--- src/hw/rtl/assert_macros.svh ---
// Assertion macros shared by the RTL of the viewport fit transform.
// Each macro samples on clk_i and is disabled while rst_ni is low.
`ifndef ASSERT_MACROS_SVH
`define ASSERT_MACROS_SVH

// The consequent holds in the same cycle as the antecedent.
`define ASSERT_IMPLIES(label, ante, cons, msg) \
  label: assert property (@(posedge clk_i) disable iff (!rst_ni) (ante) |-> (cons)) \
    else $error(msg);

// The consequent holds in the cycle after the antecedent.
`define ASSERT_NEXT(label, ante, cons, msg) \
  label: assert property (@(posedge clk_i) disable iff (!rst_ni) (ante) |=> (cons)) \
    else $error(msg);

`endif

--- src/hw/rtl/vft_pkg.sv ---
// Package of the viewport fit transform: widths, reset values, codes and types.
// Used by vft_iter_unit, viewport_fit_transform and the testbench; depends on nothing.
package vft_pkg;

  // Default parameter values.
  localparam int unsigned COORD_WIDTH_DEF = 16;
  localparam int unsigned FRAC_BITS_DEF   = 16;

  // Fixed field widths.
  localparam int unsigned WIN_W   = 12;
  localparam int unsigned SCALE_W = 32;
  localparam int unsigned OFF_W   = 32;
  localparam int unsigned NUM_W   = 64;

  // Configuration port.
  localparam int unsigned APB_DW = 32;
  localparam int unsigned APB_AW = 3;
  localparam logic        REG_WIDTH  = 1'b0;
  localparam logic        REG_HEIGHT = 1'b1;
  localparam logic [WIN_W-1:0] WIDTH_RST  = 12'd640;
  localparam logic [WIN_W-1:0] HEIGHT_RST = 12'd480;

  // Product magnitude limit and offset saturation bounds.
  localparam logic [NUM_W-2:0] MAG_CAP = {1'b1, {(NUM_W-2){1'b0}}};
  localparam logic [OFF_W-1:0] OFF_MAX = {1'b0, {(OFF_W-1){1'b1}}};
  localparam logic [OFF_W-1:0] OFF_MIN = {1'b1, {(OFF_W-1){1'b0}}};

  // Operation of the shared shift/add unit.
  typedef enum logic {
    OP_DIV,
    OP_MUL
  } vft_op_e;

  // Command from the sequencer to the shared unit.
  typedef struct packed {
    logic    start;
    vft_op_e op;
  } vft_cmd_t;

  // Sequencer states.
  typedef enum logic [3:0] {
    S_IDLE,
    S_PREP,
    S_DIV_X,
    S_DIV_Y,
    S_FIT,
    S_MUL_X,
    S_OFF_X,
    S_MUL_Y,
    S_OFF_Y,
    S_OUT
  } vft_state_e;

endpackage

--- src/hw/rtl/vft_iter_unit.sv ---
// Shared iterative unit: restoring divide and shift-add multiply, one bit a cycle.
// Depends on vft_pkg for widths and the command type.
module vft_iter_unit
  import vft_pkg::*;
#(
  parameter int unsigned COORD_WIDTH = COORD_WIDTH_DEF,
  parameter int unsigned FRAC_BITS   = FRAC_BITS_DEF,
  localparam int unsigned DNW   = WIN_W + FRAC_BITS,
  localparam int unsigned MW    = COORD_WIDTH + 1,
  localparam int unsigned AW    = (MW > SCALE_W + 1) ? MW : SCALE_W + 1,
  localparam int unsigned LW    = (DNW > MW) ? DNW : MW,
  localparam int unsigned CNT_W = $clog2(LW + 1)
) (
  input  logic          clk_i,
  input  logic          rst_ni,
  input  vft_cmd_t      cmd_i,
  input  logic [LW-1:0] a_i,
  input  logic [AW-1:0] b_i,
  output logic          done_o,
  output logic [AW-1:0] hi_o,
  output logic [LW-1:0] lo_o
);

  logic             active_q;
  logic             done_q;
  vft_op_e          op_q;
  logic [CNT_W-1:0] cnt_q;
  logic [AW-1:0]    hi_q, hi_d;
  logic [LW-1:0]    lo_q, lo_d;
  logic [AW-1:0]    opd_q;

  logic             is_div;
  logic [AW-1:0]    trial;
  logic [AW-1:0]    add_a, add_b;
  logic [AW:0]      sum;
  logic             qbit;

  // One adder serves both operations: subtract for divide, add for multiply.
  always_comb begin
    is_div = (op_q == OP_DIV);
    trial  = {hi_q[AW-2:0], lo_q[DNW-1]};
    add_a  = is_div ? trial : hi_q;
    add_b  = is_div ? ~opd_q : (lo_q[0] ? opd_q : '0);
    sum    = {1'b0, add_a} + {1'b0, add_b} + {{AW{1'b0}}, is_div};
    qbit   = sum[AW];
    if (is_div) begin
      hi_d = qbit ? sum[AW-1:0] : trial;
      lo_d = {lo_q[LW-2:0], qbit};
    end else begin
      hi_d = sum[AW:1];
      lo_d = {sum[0], lo_q[LW-1:1]};
    end
  end

  // Control: step counter and completion pulse.
  always_ff @(posedge clk_i or negedge rst_ni) begin
    if (!rst_ni) begin
      active_q <= 1'b0;
      done_q   <= 1'b0;
      op_q     <= OP_DIV;
      cnt_q    <= '0;
    end else begin
      done_q <= 1'b0;
      if (cmd_i.start) begin
        active_q <= 1'b1;
        op_q     <= cmd_i.op;
        cnt_q    <= (cmd_i.op == OP_DIV) ? CNT_W'(DNW) : CNT_W'(MW);
      end else if (active_q) begin
        cnt_q <= cnt_q - 1'b1;
        if (cnt_q == CNT_W'(1)) begin
          active_q <= 1'b0;
          done_q   <= 1'b1;
        end
      end
    end
  end

  // Datapath: operands load on start, then shift once per step.
  always_ff @(posedge clk_i) begin
    if (cmd_i.start) begin
      hi_q  <= '0;
      lo_q  <= a_i;
      opd_q <= b_i;
    end else if (active_q) begin
      hi_q <= hi_d;
      lo_q <= lo_d;
    end
  end

  assign done_o = done_q;
  assign hi_o   = hi_q;
  assign lo_o   = lo_q;

endmodule

--- src/hw/rtl/viewport_fit_transform.sv ---
// An item without the last mark is taken while busy is low, and busy stays low.
// A last item raises busy; the sequencer then runs PREP, the x and y divides, FIT,
// x multiply, x offset, y multiply, y offset and OUT; a zero extent skips its divide.
// Both divides and both multiplies run one bit a cycle in the shared shift/add unit.
// busy drops after the strobe, and no item is taken while busy; no receiver stall.
// Reset is asynchronous active low: window 640 by 480, empty set, sequencer idle.
`include "assert_macros.svh"

module viewport_fit_transform
  import vft_pkg::*;
#(
  parameter int unsigned COORD_WIDTH = COORD_WIDTH_DEF,
  parameter int unsigned FRAC_BITS   = FRAC_BITS_DEF
) (
  input  logic                      clk_i,
  input  logic                      rst_ni,
  // Configuration port
  input  logic                      psel,
  input  logic                      penable,
  input  logic                      pwrite,
  input  logic [APB_AW-1:0]         paddr,
  input  logic [APB_DW-1:0]         pwdata,
  output logic [APB_DW-1:0]         prdata,
  output logic                      pready,
  // Input item
  input  logic                      start,
  output logic                      busy,
  input  logic signed [COORD_WIDTH-1:0] box_min_x_i,
  input  logic signed [COORD_WIDTH-1:0] box_min_y_i,
  input  logic signed [COORD_WIDTH-1:0] box_max_x_i,
  input  logic signed [COORD_WIDTH-1:0] box_max_y_i,
  input  logic                      last_shape_i,
  // Result
  output logic                      result_strobe_o,
  output logic signed [COORD_WIDTH-1:0] scene_min_x_o,
  output logic signed [COORD_WIDTH-1:0] scene_min_y_o,
  output logic signed [COORD_WIDTH-1:0] scene_max_x_o,
  output logic signed [COORD_WIDTH-1:0] scene_max_y_o,
  output logic [SCALE_W-1:0]        fit_scale_o,
  output logic signed [SCALE_W:0]   scale_x_o,
  output logic signed [SCALE_W:0]   scale_y_o,
  output logic signed [OFF_W-1:0]   offset_a_o,
  output logic signed [OFF_W-1:0]   offset_b_o,
  output logic                      degenerate_o
);

  localparam int unsigned CW  = COORD_WIDTH;
  localparam int unsigned FB  = FRAC_BITS;
  localparam int unsigned DNW = WIN_W + FB;
  localparam int unsigned MW  = CW + 1;
  localparam int unsigned AW  = (MW > SCALE_W + 1) ? MW : SCALE_W + 1;
  localparam int unsigned LW  = (DNW > MW) ? DNW : MW;
  localparam int unsigned PW  = AW + MW;
  localparam int unsigned SH  = FB + 1;

  // Configuration registers and read-back.
  logic [WIN_W-1:0] width_q, height_q;

  assign pready = 1'b1;
  assign prdata = (paddr[2] == REG_HEIGHT) ? {{(APB_DW-WIN_W){1'b0}}, height_q}
                                           : {{(APB_DW-WIN_W){1'b0}}, width_q};

  always_ff @(posedge clk_i or negedge rst_ni) begin
    if (!rst_ni) begin
      width_q  <= WIDTH_RST;
      height_q <= HEIGHT_RST;
    end else if (psel && penable && pwrite && pready) begin
      if (paddr[2] == REG_HEIGHT) begin
        height_q <= pwdata[WIN_W-1:0];
      end else begin
        width_q <= pwdata[WIN_W-1:0];
      end
    end
  end

  // Sequencer state and input transfer.
  vft_state_e state_q, state_d;
  logic       accept;

  assign busy   = (state_q != S_IDLE);
  assign accept = start && !busy;

  // Running box of the current set.
  logic                 set_empty_q;
  logic signed [CW-1:0] run_min_x_q, run_min_y_q, run_max_x_q, run_max_y_q;

  always_ff @(posedge clk_i or negedge rst_ni) begin
    if (!rst_ni) begin
      set_empty_q <= 1'b1;
    end else if (accept) begin
      set_empty_q <= last_shape_i;
    end
  end

  always_ff @(posedge clk_i) begin
    if (accept) begin
      if (set_empty_q) begin
        run_min_x_q <= box_min_x_i;
        run_min_y_q <= box_min_y_i;
        run_max_x_q <= box_max_x_i;
        run_max_y_q <= box_max_y_i;
      end else begin
        if (box_min_x_i < run_min_x_q) run_min_x_q <= box_min_x_i;
        if (box_min_y_i < run_min_y_q) run_min_y_q <= box_min_y_i;
        if (box_max_x_i > run_max_x_q) run_max_x_q <= box_max_x_i;
        if (box_max_y_i > run_max_y_q) run_max_y_q <= box_max_y_i;
      end
    end
  end

  // Spans, extents, center sums and direction signs of the closed set.
  logic [CW:0]   dx, dy, dx_abs, dy_abs, sumx, sumy, sumx_abs, sumy_abs;
  logic [CW-1:0] ex, ey;
  logic          ex_zero, ey_zero, sx_neg, sy_neg;

  always_comb begin
    dx       = {run_max_x_q[CW-1], run_max_x_q} - {run_min_x_q[CW-1], run_min_x_q};
    dy       = {run_max_y_q[CW-1], run_max_y_q} - {run_min_y_q[CW-1], run_min_y_q};
    dx_abs   = dx[CW] ? (~dx + 1'b1) : dx;
    dy_abs   = dy[CW] ? (~dy + 1'b1) : dy;
    ex       = dx_abs[CW-1:0];
    ey       = dy_abs[CW-1:0];
    ex_zero  = (dx == '0);
    ey_zero  = (dy == '0);
    sumx     = {run_min_x_q[CW-1], run_min_x_q} + {run_max_x_q[CW-1], run_max_x_q};
    sumy     = {run_min_y_q[CW-1], run_min_y_q} + {run_max_y_q[CW-1], run_max_y_q};
    sumx_abs = sumx[CW] ? (~sumx + 1'b1) : sumx;
    sumy_abs = sumy[CW] ? (~sumy + 1'b1) : sumy;
    // Screen x span is the width; screen y span is minus the height.
    sx_neg   = dx[CW];
    sy_neg   = (!dy[CW]) != (height_q == '0);
  end

  // Shared unit.
  vft_cmd_t      unit_cmd;
  logic [LW-1:0] unit_a;
  logic [AW-1:0] unit_b;
  logic          unit_done;
  logic [AW-1:0] unit_hi;
  logic [LW-1:0] unit_lo;

  vft_iter_unit #(
    .COORD_WIDTH (COORD_WIDTH),
    .FRAC_BITS   (FRAC_BITS)
  ) u_iter (
    .clk_i  (clk_i),
    .rst_ni (rst_ni),
    .cmd_i  (unit_cmd),
    .a_i    (unit_a),
    .b_i    (unit_b),
    .done_o (unit_done),
    .hi_o   (unit_hi),
    .lo_o   (unit_lo)
  );

  // Per-axis ratios and the fit scale.
  logic [SCALE_W-1:0]     rx_q, ry_q, lambda_q, lambda_d, ratio_d;
  logic [DNW+SCALE_W-1:0] quot_ext;
  logic [DNW-1:0]         numer_x, numer_y;

  assign numer_x = {width_q, {FB{1'b0}}};
  assign numer_y = {height_q, {FB{1'b0}}};

  always_comb begin
    quot_ext = {{SCALE_W{1'b0}}, unit_lo[DNW-1:0]};
    ratio_d  = (|quot_ext[DNW+SCALE_W-1:SCALE_W]) ? '1 : quot_ext[SCALE_W-1:0];
  end

  always_comb begin
    priority if (ex_zero && ey_zero) begin
      lambda_d = '1;
    end else if (ex_zero) begin
      lambda_d = ry_q;
    end else if (ey_zero) begin
      lambda_d = rx_q;
    end else begin
      lambda_d = (rx_q < ry_q) ? rx_q : ry_q;
    end
  end

  // Offset numerator: span scaled up minus the capped signed product.
  logic                    mul_y;
  logic [PW-1:0]           prod;
  logic [PW+NUM_W-1:0]     prod_ext;
  logic                    prod_big, prod_neg;
  logic [NUM_W-2:0]        mag;
  logic [WIN_W-1:0]        span;
  logic signed [NUM_W-1:0] span_fx, mag_ext, num_d, num_q;

  always_comb begin
    mul_y    = (state_q == S_MUL_Y);
    prod     = {unit_hi, unit_lo[LW-1 -: MW]};
    prod_ext = {{NUM_W{1'b0}}, prod};
    prod_big = (|prod_ext[PW+NUM_W-1:NUM_W-1])
               || (prod_ext[NUM_W-2] && (|prod_ext[NUM_W-3:0]));
    mag      = prod_big ? MAG_CAP : prod_ext[NUM_W-2:0];
    mag_ext  = $signed({1'b0, mag});
    span     = mul_y ? height_q : width_q;
    prod_neg = mul_y ? (sy_neg ^ sumy[CW]) : (sx_neg ^ sumx[CW]);
    span_fx  = $signed({{(NUM_W-WIN_W-FB){1'b0}}, span, {FB{1'b0}}});
    num_d    = prod_neg ? (span_fx + mag_ext) : (span_fx - mag_ext);
  end

  // Halve and unscale toward zero, then saturate to the offset range.
  logic signed [NUM_W-1:0] num_fl;
  logic [NUM_W-1:0]        num_tr;
  logic                    round_up, in_range;
  logic [OFF_W-1:0]        off_d, offa_q, offb_q;

  always_comb begin
    num_fl   = num_q >>> SH;
    round_up = num_q[NUM_W-1] && (|num_q[SH-1:0]);
    num_tr   = $unsigned(num_fl) + {{(NUM_W-1){1'b0}}, round_up};
    in_range = (&num_tr[NUM_W-1:OFF_W-1]) || (~|num_tr[NUM_W-1:OFF_W-1]);
    if (in_range) begin
      off_d = num_tr[OFF_W-1:0];
    end else begin
      off_d = num_tr[NUM_W-1] ? OFF_MIN : OFF_MAX;
    end
  end

  // Next state.
  always_comb begin
    state_d = state_q;
    unique case (state_q)
      S_IDLE:  if (accept && last_shape_i) state_d = S_PREP;
      S_PREP: begin
        if (!ex_zero) begin
          state_d = S_DIV_X;
        end else if (!ey_zero) begin
          state_d = S_DIV_Y;
        end else begin
          state_d = S_FIT;
        end
      end
      S_DIV_X: if (unit_done) state_d = ey_zero ? S_FIT : S_DIV_Y;
      S_DIV_Y: if (unit_done) state_d = S_FIT;
      S_FIT:   state_d = S_MUL_X;
      S_MUL_X: if (unit_done) state_d = S_OFF_X;
      S_OFF_X: state_d = S_MUL_Y;
      S_MUL_Y: if (unit_done) state_d = S_OFF_Y;
      S_OFF_Y: state_d = S_OUT;
      S_OUT:   state_d = S_IDLE;
      default: state_d = S_IDLE;
    endcase
  end

  // Sequencer outputs: unit commands and the result strobe.
  always_comb begin
    unit_cmd.start  = 1'b0;
    unit_cmd.op     = OP_DIV;
    unit_a          = '0;
    unit_b          = '0;
    result_strobe_o = 1'b0;
    unique case (state_q)
      S_PREP: begin
        if (!ex_zero) begin
          unit_cmd.start = 1'b1;
          unit_a         = LW'(numer_x);
          unit_b         = AW'(ex);
        end else if (!ey_zero) begin
          unit_cmd.start = 1'b1;
          unit_a         = LW'(numer_y);
          unit_b         = AW'(ey);
        end
      end
      S_DIV_X: begin
        if (unit_done && !ey_zero) begin
          unit_cmd.start = 1'b1;
          unit_a         = LW'(numer_y);
          unit_b         = AW'(ey);
        end
      end
      S_FIT: begin
        unit_cmd.start = 1'b1;
        unit_cmd.op    = OP_MUL;
        unit_a         = LW'(sumx_abs);
        unit_b         = AW'(lambda_d);
      end
      S_OFF_X: begin
        unit_cmd.start = 1'b1;
        unit_cmd.op    = OP_MUL;
        unit_a         = LW'(sumy_abs);
        unit_b         = AW'(lambda_q);
      end
      S_OUT: result_strobe_o = 1'b1;
      default: ;
    endcase
  end

  always_ff @(posedge clk_i or negedge rst_ni) begin
    if (!rst_ni) begin
      state_q <= S_IDLE;
    end else begin
      state_q <= state_d;
    end
  end

  // Working registers captured along the sequence.
  always_ff @(posedge clk_i) begin
    if (state_q == S_DIV_X && unit_done) rx_q <= ratio_d;
    if (state_q == S_DIV_Y && unit_done) ry_q <= ratio_d;
    if (state_q == S_FIT) lambda_q <= lambda_d;
    if ((state_q == S_MUL_X || state_q == S_MUL_Y) && unit_done) num_q <= num_d;
    if (state_q == S_OFF_X) offa_q <= off_d;
    if (state_q == S_OFF_Y) offb_q <= off_d;
  end

  // Result fields.
  logic [SCALE_W:0] lam_ext;

  assign lam_ext       = {1'b0, lambda_q};
  assign scene_min_x_o = run_min_x_q;
  assign scene_min_y_o = run_min_y_q;
  assign scene_max_x_o = run_max_x_q;
  assign scene_max_y_o = run_max_y_q;
  assign fit_scale_o   = lambda_q;
  assign scale_x_o     = sx_neg ? (~lam_ext + 1'b1) : lam_ext;
  assign scale_y_o     = sy_neg ? (~lam_ext + 1'b1) : lam_ext;
  assign offset_a_o    = offa_q;
  assign offset_b_o    = offb_q;
  assign degenerate_o  = ex_zero && ey_zero;

  // Checks on the sequencing and the degenerate case.
  `ASSERT_NEXT(a_strobe_then_ready, result_strobe_o, !busy, "busy after result strobe")
  `ASSERT_NEXT(a_last_goes_busy, start && !busy && last_shape_i, busy, "last item not taken up")
  `ASSERT_NEXT(a_plain_stays_ready, start && !busy && !last_shape_i, !busy && !result_strobe_o, "plain item started work")
  `ASSERT_IMPLIES(a_degen_saturates, result_strobe_o && degenerate_o, fit_scale_o == '1, "degenerate scale not saturated")

endmodule

--- config.mk ---
export PLATFORM = sky130hd
export DESIGN_NAME = viewport_fit_transform
export DESIGN_NICKNAME = d
export VERILOG_FILES = /design/src/hw/rtl/vft_pkg.sv /design/src/hw/rtl/vft_iter_unit.sv /design/src/hw/rtl/viewport_fit_transform.sv
export VERILOG_INCLUDE_DIRS = /design/src /design/src/hw/rtl
export SDC_FILE = /design/constraint.sdc
export NUM_CORES = 1
export LEC_CHECK = 0
export ABC_AREA = 1
export BUFFER_PORTS_ARGS = -buffer_cell sky130_fd_sc_hd__buf_2
export CAP_MARGIN = 20
export CORE_MARGIN = 2
export CORE_UTILIZATION = 40
export CTS_CLUSTER_DIAMETER = 100
export DETAILED_ROUTE_END_ITERATION = 12
export GPL_ROUTABILITY_DRIVEN = 1
export MAX_ROUTING_LAYER = met4
export REMOVE_ABC_BUFFERS = 1
export SETUP_SLACK_MARGIN = 0.1
export SYNTH_ARGS = -nofsm -noshare
export SYNTH_HDL_FRONTEND = slang
export SYNTH_SLANG_ARGS = --single-unit
--- constraint.sdc ---
create_clock -name clk_i -period 5 [get_ports clk_i]
set_input_delay 1.5 -clock clk_i [delete_from_list [all_inputs] [get_ports clk_i]]
set_output_delay 1.5 -clock clk_i [all_outputs]
set_load 0.05 [all_outputs]
==> impl_metrics.ini, run 1 <==
[sta]
finClkSkew_ns = 0.02332
fmax_mhz = 205.8
drv_slew = 0
rsz0062_at_grt = true
finalSetupViolCount = 0
tightest_slew_ns = 1.008
slew_headroom_pct = 32.80
finalHoldViolCount = 0
finalCritPeriodShare_pct = 97.18
min_period_ns = 4.859
setup_ws_ns = 0.1409

[floorplan]
die_h_um = 290.3
die_w_um = 290.3
core_um2 = 80810
dieArea_um2 = 84270
initial_core_util_pct = 40.57
io_pins = 368
num_rows = 104

[synthesis]
synthFlopType = edfxtp_1
synth_most_common_cell = nand2_1
synth_cell_types = 60
synth-seq-area-share_pct = 34.36
synth_xor_area_share_pct = 4.881
synth_adder_area_share_pct = 8.823
ys_async_sr_fraction_pct = 9.439
synth_top_area_cell = edfxtp_1
synth_seq_cells = 392
synth_mux_area_share_pct = 0
synth_area_um2 = 32790
synth_warnings = 0
avgSynthCellArea_um2 = 7.064
synth_compound_area_share_pct = 11.70
synth-simple-area-share_pct = 30.89
yosysTopAreaCellShare_pct = 29.49
synth_area_leaders = edfxtp_1, nand2_1, ha_1, inv_1, nor2_1
synth_edf_count = 322
synth_top_family_by_area = simple AND/OR/NAND/NOR gates
syn_inst = 4641
yosys-top-cells-count = nand2_1, inv_1, nor2_1

[cts]
clkLatencyLatePin_ns = 0.60
cts_root_buf = clkbuf_16
tritoncts = done
cts_sinks = 392
cts_hold_buf = 0
cts_buffer_depth = 3
cts_max_level = 2
clkTransAtPathRegs_ns = 0.06
numCtsBuffers = 48

[critical_path]
cpPeakStageDelay_ns = 0.58
cp_cell_sequence = inv_2, ha_2, fa_2, ha_1, inv_1, nor2_2, nand2_2, nor2_1, nand2_1, nor2_2, nand2_2, nor2_4, nand4_4, inv_2, nand2_4, inv_4, buf_8
cp-end-kind = output port
critPathMaxFanout = 3
crit_slowest_cell = fa_2
path_class = reg -> out
cp.required_ns = 3.50
cp-start-kind = flip-flop
crit_arrival_ns = 3.36

[grt]
grt_use_met3_pct = 2.776
grt_start_max_net_pins = 75
overflow = 0
grt_usage_pct = 25.95
grt_pass1_vias = 29750
grt_use_met2_pct = 43.42
antenna_found_initial = 0
grt_pass1_wl_um = 168400
busiest_layer = met2
gr-usage-met1_pct = 33.25

[route]
drt-total-wl_um = 110700
drc = 0
dr.first_iter.drc_count = 2502
first_pass_iters = 5
viasPerCell = 5.233
via_count = 31680
drtAntennaViolNets = 0
wl_per_cell_um = 18.29

[placed_design]
dp_hpwl_um = 87990
place.port_buffers = 324
place_ws_ns = 0.2767
gp_congestion = 0.9828
dpl_cell_area_um2 = 35420

[final_layout]
area_growth_pct = 16.42
fill_cells = 8241
fin_util_pct = 47.23
final_nets = 5290
fin_area_um2 = 38170
antennaDiodeCount = 0
drive_above_1_share_pct = 14.34

[pwr]
p_leak_nw = 17.65
power_density_nw_per_um2 = 215.7
power.total_mw = 8.234
vdd_drop_max_mv = 0.2716

[job]
maxCapViolCount = 0

[worst_hold_path]
hp-class = reg -> reg

[outcome]
status = completed
==> per-stage QoR <==
step / setup TNS, ns / hold slack, ns / instances
floorplan: -68.28 / 0.4530 / 4487
CTS: 0 / 0.4875 / 6025
finish: 0 / 0.4851 / 6053
detailed placement: 0 / 0.4737 / 5927
global route: -0.03840 / 0.5160 / 6053
global placement: 0 / 0.4688 / 5927
==> area by class of cell <==
class	instances	area (um2)	area share [%]
multi-input combinational	3514	18980	49.74
sequential	392	11270	29.52
timing repair buffer	420	2768	7.251
inverter	581	2207	5.782
tap	1060	1326	3.475
clock buffer	58	1281	3.357
clock inverter	28	336.6	0.8818
==> placed cells by master, fill, tap and decap left out, types with 8 or more instances in the layout <==
master,Yosys,layout
nand2_1,1325,1312
dfxtp_1,33,33
dfrtp_1,30,29
xnor2_1,34,34
clkbuf_1,88,8
or2_2,40,40
nand2_2,22,30
nand4_1,75,75
o21ai_1,5,25
edfxtp_1,322,322
buf_4,37,115
nor2_1,462,450
nor2_2,8,14
nand3_2,13,18
a21oi_2,20,23
clkinv_2,1,9
ha_1,220,205
a21oi_1,249,246
xor2_1,145,144
nand3b_1,8,8
nand3_1,302,294
a31oi_1,8,8
nor4_1,28,27
clkbuf_16,0,54
nor3_1,88,83
buf_6,5,22
o21ai_2,0,14
o21ai_0,302,265
o21bai_1,38,38
clkinv_1,2,8
conb_1,2,21
inv_2,10,19
ha_2,0,9
o31ai_1,9,9
o22ai_1,15,15
inv_1,567,553
buf_2,35,265
o211ai_1,15,15
==> report_power, final <==
group	internal, mW	leakage, nW	total, mW	switching, mW
Sequential	3.56	3.45	3.60	0.0429
Clock	2.18	0.781	3.61	1.43
Combinational	0.317	13.4	1.02	0.704
==> cell families after synthesis <==
family	Yosys count
compound gates	694
flops	392
buf+inv	754
xor+xnor	181
other cells	2
fa+ha+maj	227
simple gates	2391
==> per-layer routing <==
| layer | routed length, um | up-vias |
|---|---|---|
| li1 | - | 15850 |
| met1 | 48990 | 14830 |
| met2 | 52960 | 853 |
| met3 | 5554 | 151 |
| met4 | 3229 | 0 |
| met5 | 0 | - |
==> worst max-delay path: cells and delay by family, from the launching register on <==
kind | cells | cell delay [ns]
fa+ha+maj | 3 | 0.93
buf+inv | 5 | 0.42
flops | 1 | 0.38
simple gates | 9 | 1.02
==> worst paths after layout <==
check | startpoint | end | slack, ns | cells past startpoint
max reg2reg | state_q[2] | num_q[45] | 0.53 | 19
min reg2reg | width_q[4] | width_q[4] | 0.49 | 2
max in group asynchronous | rst_ni | u_iter.op_q | 3.32 | 1
min | width_q[4] | width_q[4] | 0.49 | 2
min in group asynchronous | rst_ni | height_q[4] | 1.04 | 1
max | scene_max_y_o[0] | degenerate_o | 0.14 | 17
==> what timing repair did <==
| item | in CTS | in global routing |
|---|---|---|
| setup buffers | 10 | 22 |
| pin swaps | 6 | 17 |
| resized for setup | 99 | 169 |
| gates cloned | 2 | 5 |
| setup endpoints to repair | 63 | 65 |
==> flip-flops by register name, summed over array words and instances (netlist names) <==
signal,flops
scene_min_x_o,16
scene_max_x_o,16
u_iter.cnt_q,5
fit_scale_o,29
u_iter.opd_q,29
rx_q,28
height_q,12
offset_b_o,32
num_q,52
state_q,4
u_iter.op_q,1
u_iter.lo_o,28
u_iter.active_q,1
scene_max_y_o,16
scene_min_y_o,16
set_empty_q,1
u_iter.hi_o,33
offset_a_o,32
width_q,12
ry_q,28
u_iter.done_o,1
Note: power is estimated with default switching activity, not from simulation.
==> run 2: changes to the inputs <==
- ABC_AREA: 1 -> 0
==> run 2 against run 1 <==
  * The run now ends with setup timing left
  * Global-route usage decreased by 2.8 points
  * Register-to-register slack got worse by 0.08 ns
  * Via count fell by 20%
  * Fmax fell by 7.4%
  * Utilization increased by 1.2 points
  * Non-clock buffer count grew 42
  * Wire length shrank 19%
  * Sequential share of layout area rose by 2.3 points
  * Combinational power hardly changed
  * First-iteration DRC count decreased by 22%
  * Critical path depth decreased by 7
==> impl_metrics.ini, run 2 <==
[outcome]
status = finished, violations left
violations = setup timing

[route]
drt-total-wl_um = 89400
first_pass_iters = 7
drtAntennaViolNets = 0
wl_per_cell_um = 19.79
drc = 0
via_count = 25200
viasPerCell = 5.578
dr.first_iter.drc_count = 1943

[grt]
grt_pass1_wl_um = 137100
grt_pass1_vias = 23960
overflow = 0
grt_start_max_net_pins = 105
antenna_found_initial = 2
grt_usage_pct = 23.10

[synthesis]
synth_xor_area_share_pct = 7.639
synth-seq-area-share_pct = 37.93
synth_adder_area_share_pct = 9.742
synth_warnings = 0
synth_compound_area_share_pct = 19.26
synth_mux_area_share_pct = 4.909
ys_async_sr_fraction_pct = 9.439
synth_cell_types = 104
synth_edf_count = 322
synth_seq_cells = 392
syn_inst = 3174
synth-simple-area-share_pct = 15.05
synthFlopType = edfxtp_1
synth_top_area_cell = edfxtp_1
avgSynthCellArea_um2 = 9.356
synth_area_um2 = 29690
synth_most_common_cell = edfxtp_1
synth_area_leaders = edfxtp_1, ha_1, xnor2_1, nand2_1, o21ai_0
yosys-top-cells-count = edfxtp_1, nand2_1, ha_1
yosysTopAreaCellShare_pct = 32.56
synth_top_family_by_area = compound AO/OA/AOI/OAI gates

[pwr]
power_density_nw_per_um2 = 237.9
p_clk_share_pct = 43.6
p_leak_nw = 14.47
power.internal_mw = 6.241
seq_power_share_pct = 43.9
p_comb_share_pct = 12.5
switching_share_pct = 26.05
p_sw_mw = 2.199
power.total_mw = 8.439
vdd_drop_max_mv = 0.2338

[placed_design]
dpl_cell_area_um2 = 32730
dp_hpwl_um = 68490
place.port_buffers = 324
gp_congestion = 0.8966

[sta]
drv_slew = 0
finalSetupViolCount = 22
finalHoldViolCount = 0
setup_ws_ns = -0.2453
rsz0062_at_grt = true
fmax_mhz = 190.6
finalCritPeriodShare_pct = 104.9
tightest_slew_ns = 1.087
finClkSkew_ns = 0.04685
tns_ns = -3.133
min_period_ns = 5.245
slew_headroom_pct = 27.25

[critical_path]
cp.required_ns = 3.50
cp-end-kind = output port
crit_arrival_ns = 3.75
path_class = reg -> out
crit_start = scene_max_x_o[2]
critPathMaxFanout = 10
ff2ff_path_depth = 15
cp-start-kind = flip-flop
r2r_start = state_q[3]

[cts]
cts_max_level = 2
clkTransAtPathRegs_ns = 0.06
cts_buffer_depth = 3
tritoncts = done
cts_root_buf = clkbuf_16
cts_sinks = 392
clkLatencyLatePin_ns = 0.62
numCtsBuffers = 46

[final_layout]
drive_above_1_share_pct = 22.10
final_common_cell = edfxtp_1
largest_reg_flops = 52
final_nets = 3853
mostFrequentLayoutCells = edfxtp_1, nand2_1, buf_2
regMostFlops = num_q
area_growth_pct = 19.44
fin_area_um2 = 35470

[floorplan]
die_h_um = 276.5
core_um2 = 73210
dieArea_um2 = 76430
io_pins = 368
num_rows = 99
die_w_um = 276.5
initial_core_util_pct = 40.56

[worst_hold_path]
hp-class = reg -> reg
hold_depth = 0
hp-start = u_iter.lo_o[1]

[job]
maxCapViolCount = 0
## run 2: final cells by class
class / instances / area (um2)
sequential: 392 / 11270
clock buffer: 53 / 1207
timing repair buffer: 462 / 3093
fill: 6897 / 37740
inverter: 193 / 724.4
multi-input combinational: 2425 / 17520
antenna: 2 / 5.005
clock inverter: 31 / 447.9
tap: 959 / 1200
## run 2: worst max-delay path, cell delays in order, from the launching register on
cell	delay (ns)
edfxtp_1	0.46
ha_1	0.59
o21ai_2	0.12
a21oi_1	0.30
o21a_1	0.27
o221ai_1	0.24
nor2_1	0.36
nand4_2	0.25
nor4_4	0.27
buf_6	0.17
buf_12	0.14
## run 2: layer usage
layer  part of all wire [%]  GRT usage (%)  up-vias
met5                      0              -        -
met4                    1.9          5.016        0
met3                    4.4          2.687       92
met2                     48          38.40      583
met1                     46          30.28    12190
li1                       -              -    12330
## run 2: metrics by stage
step | instances | hold WS [ns] | util, % | setup slack (ns)
finish | 4517 | 0.5111 | 48.45 | -0.2453
global route | 4517 | 0.5385 | 48.45 | -0.4459
floorplan | 3009 | 0.4597 | - | -2.128
global placement | 4403 | 0.5062 | 44.71 | 0.03052
detailed placement | 4403 | 0.5052 | 44.71 | 0.01318
CTS | 4504 | 0.5053 | 47.95 | -0.3211
## run 2: path summary, 6_finish.rpt
| check | end | slack [ns] |
|---|---|---|
| min in group asynchronous | width_q[6] | 1.00 |
| worst max register to register | num_q[41] | 0.45 |
| worst max-delay path | degenerate_o | -0.25 |
| max in group asynchronous | u_iter.op_q | 3.37 |
| worst min-delay path | ry_q[1] | 0.51 |
| worst min register to register | ry_q[1] | 0.51 |
## run 2: cell families (layout without fill, tap and decap cells)
logic type	after synthesis	count (layout)
AO/OA/AOI/OAI	854	855
XOR/XNOR	259	259
adder cells (fa/ha/maj)	227	227
buffers and inverters	377	739
AND/OR/NAND/NOR	927	927
multiplexers	136	136
flip-flops	392	392
other	2	23
## run 2: power by group through the flow
| stage | Combinational [mW] | Clock, mW | Sequential (mW) |
|---|---|---|---|
| after floorplan | 0.800 | 0 | 3.72 |
| after global placement | 1.04 | 0 | 3.77 |
| after detailed placement | 1.05 | 0 | 3.77 |
| after CTS | 1.05 | 3.75 | 3.70 |
| after global routing | 1.16 | 3.87 | 3.71 |
| final | 1.05 | 3.68 | 3.70 |
## run 2: what timing repair did
| action | in CTS | in global routing |
|---|---|---|
| buffers inserted | 15 | 10 |
| resized for setup | 155 | 81 |
| pin swaps | 31 | 29 |
| hold buffers | 0 | 0 |
| cloned | 2 | 1 |
| setup endpoints to repair | 65 | 67 |
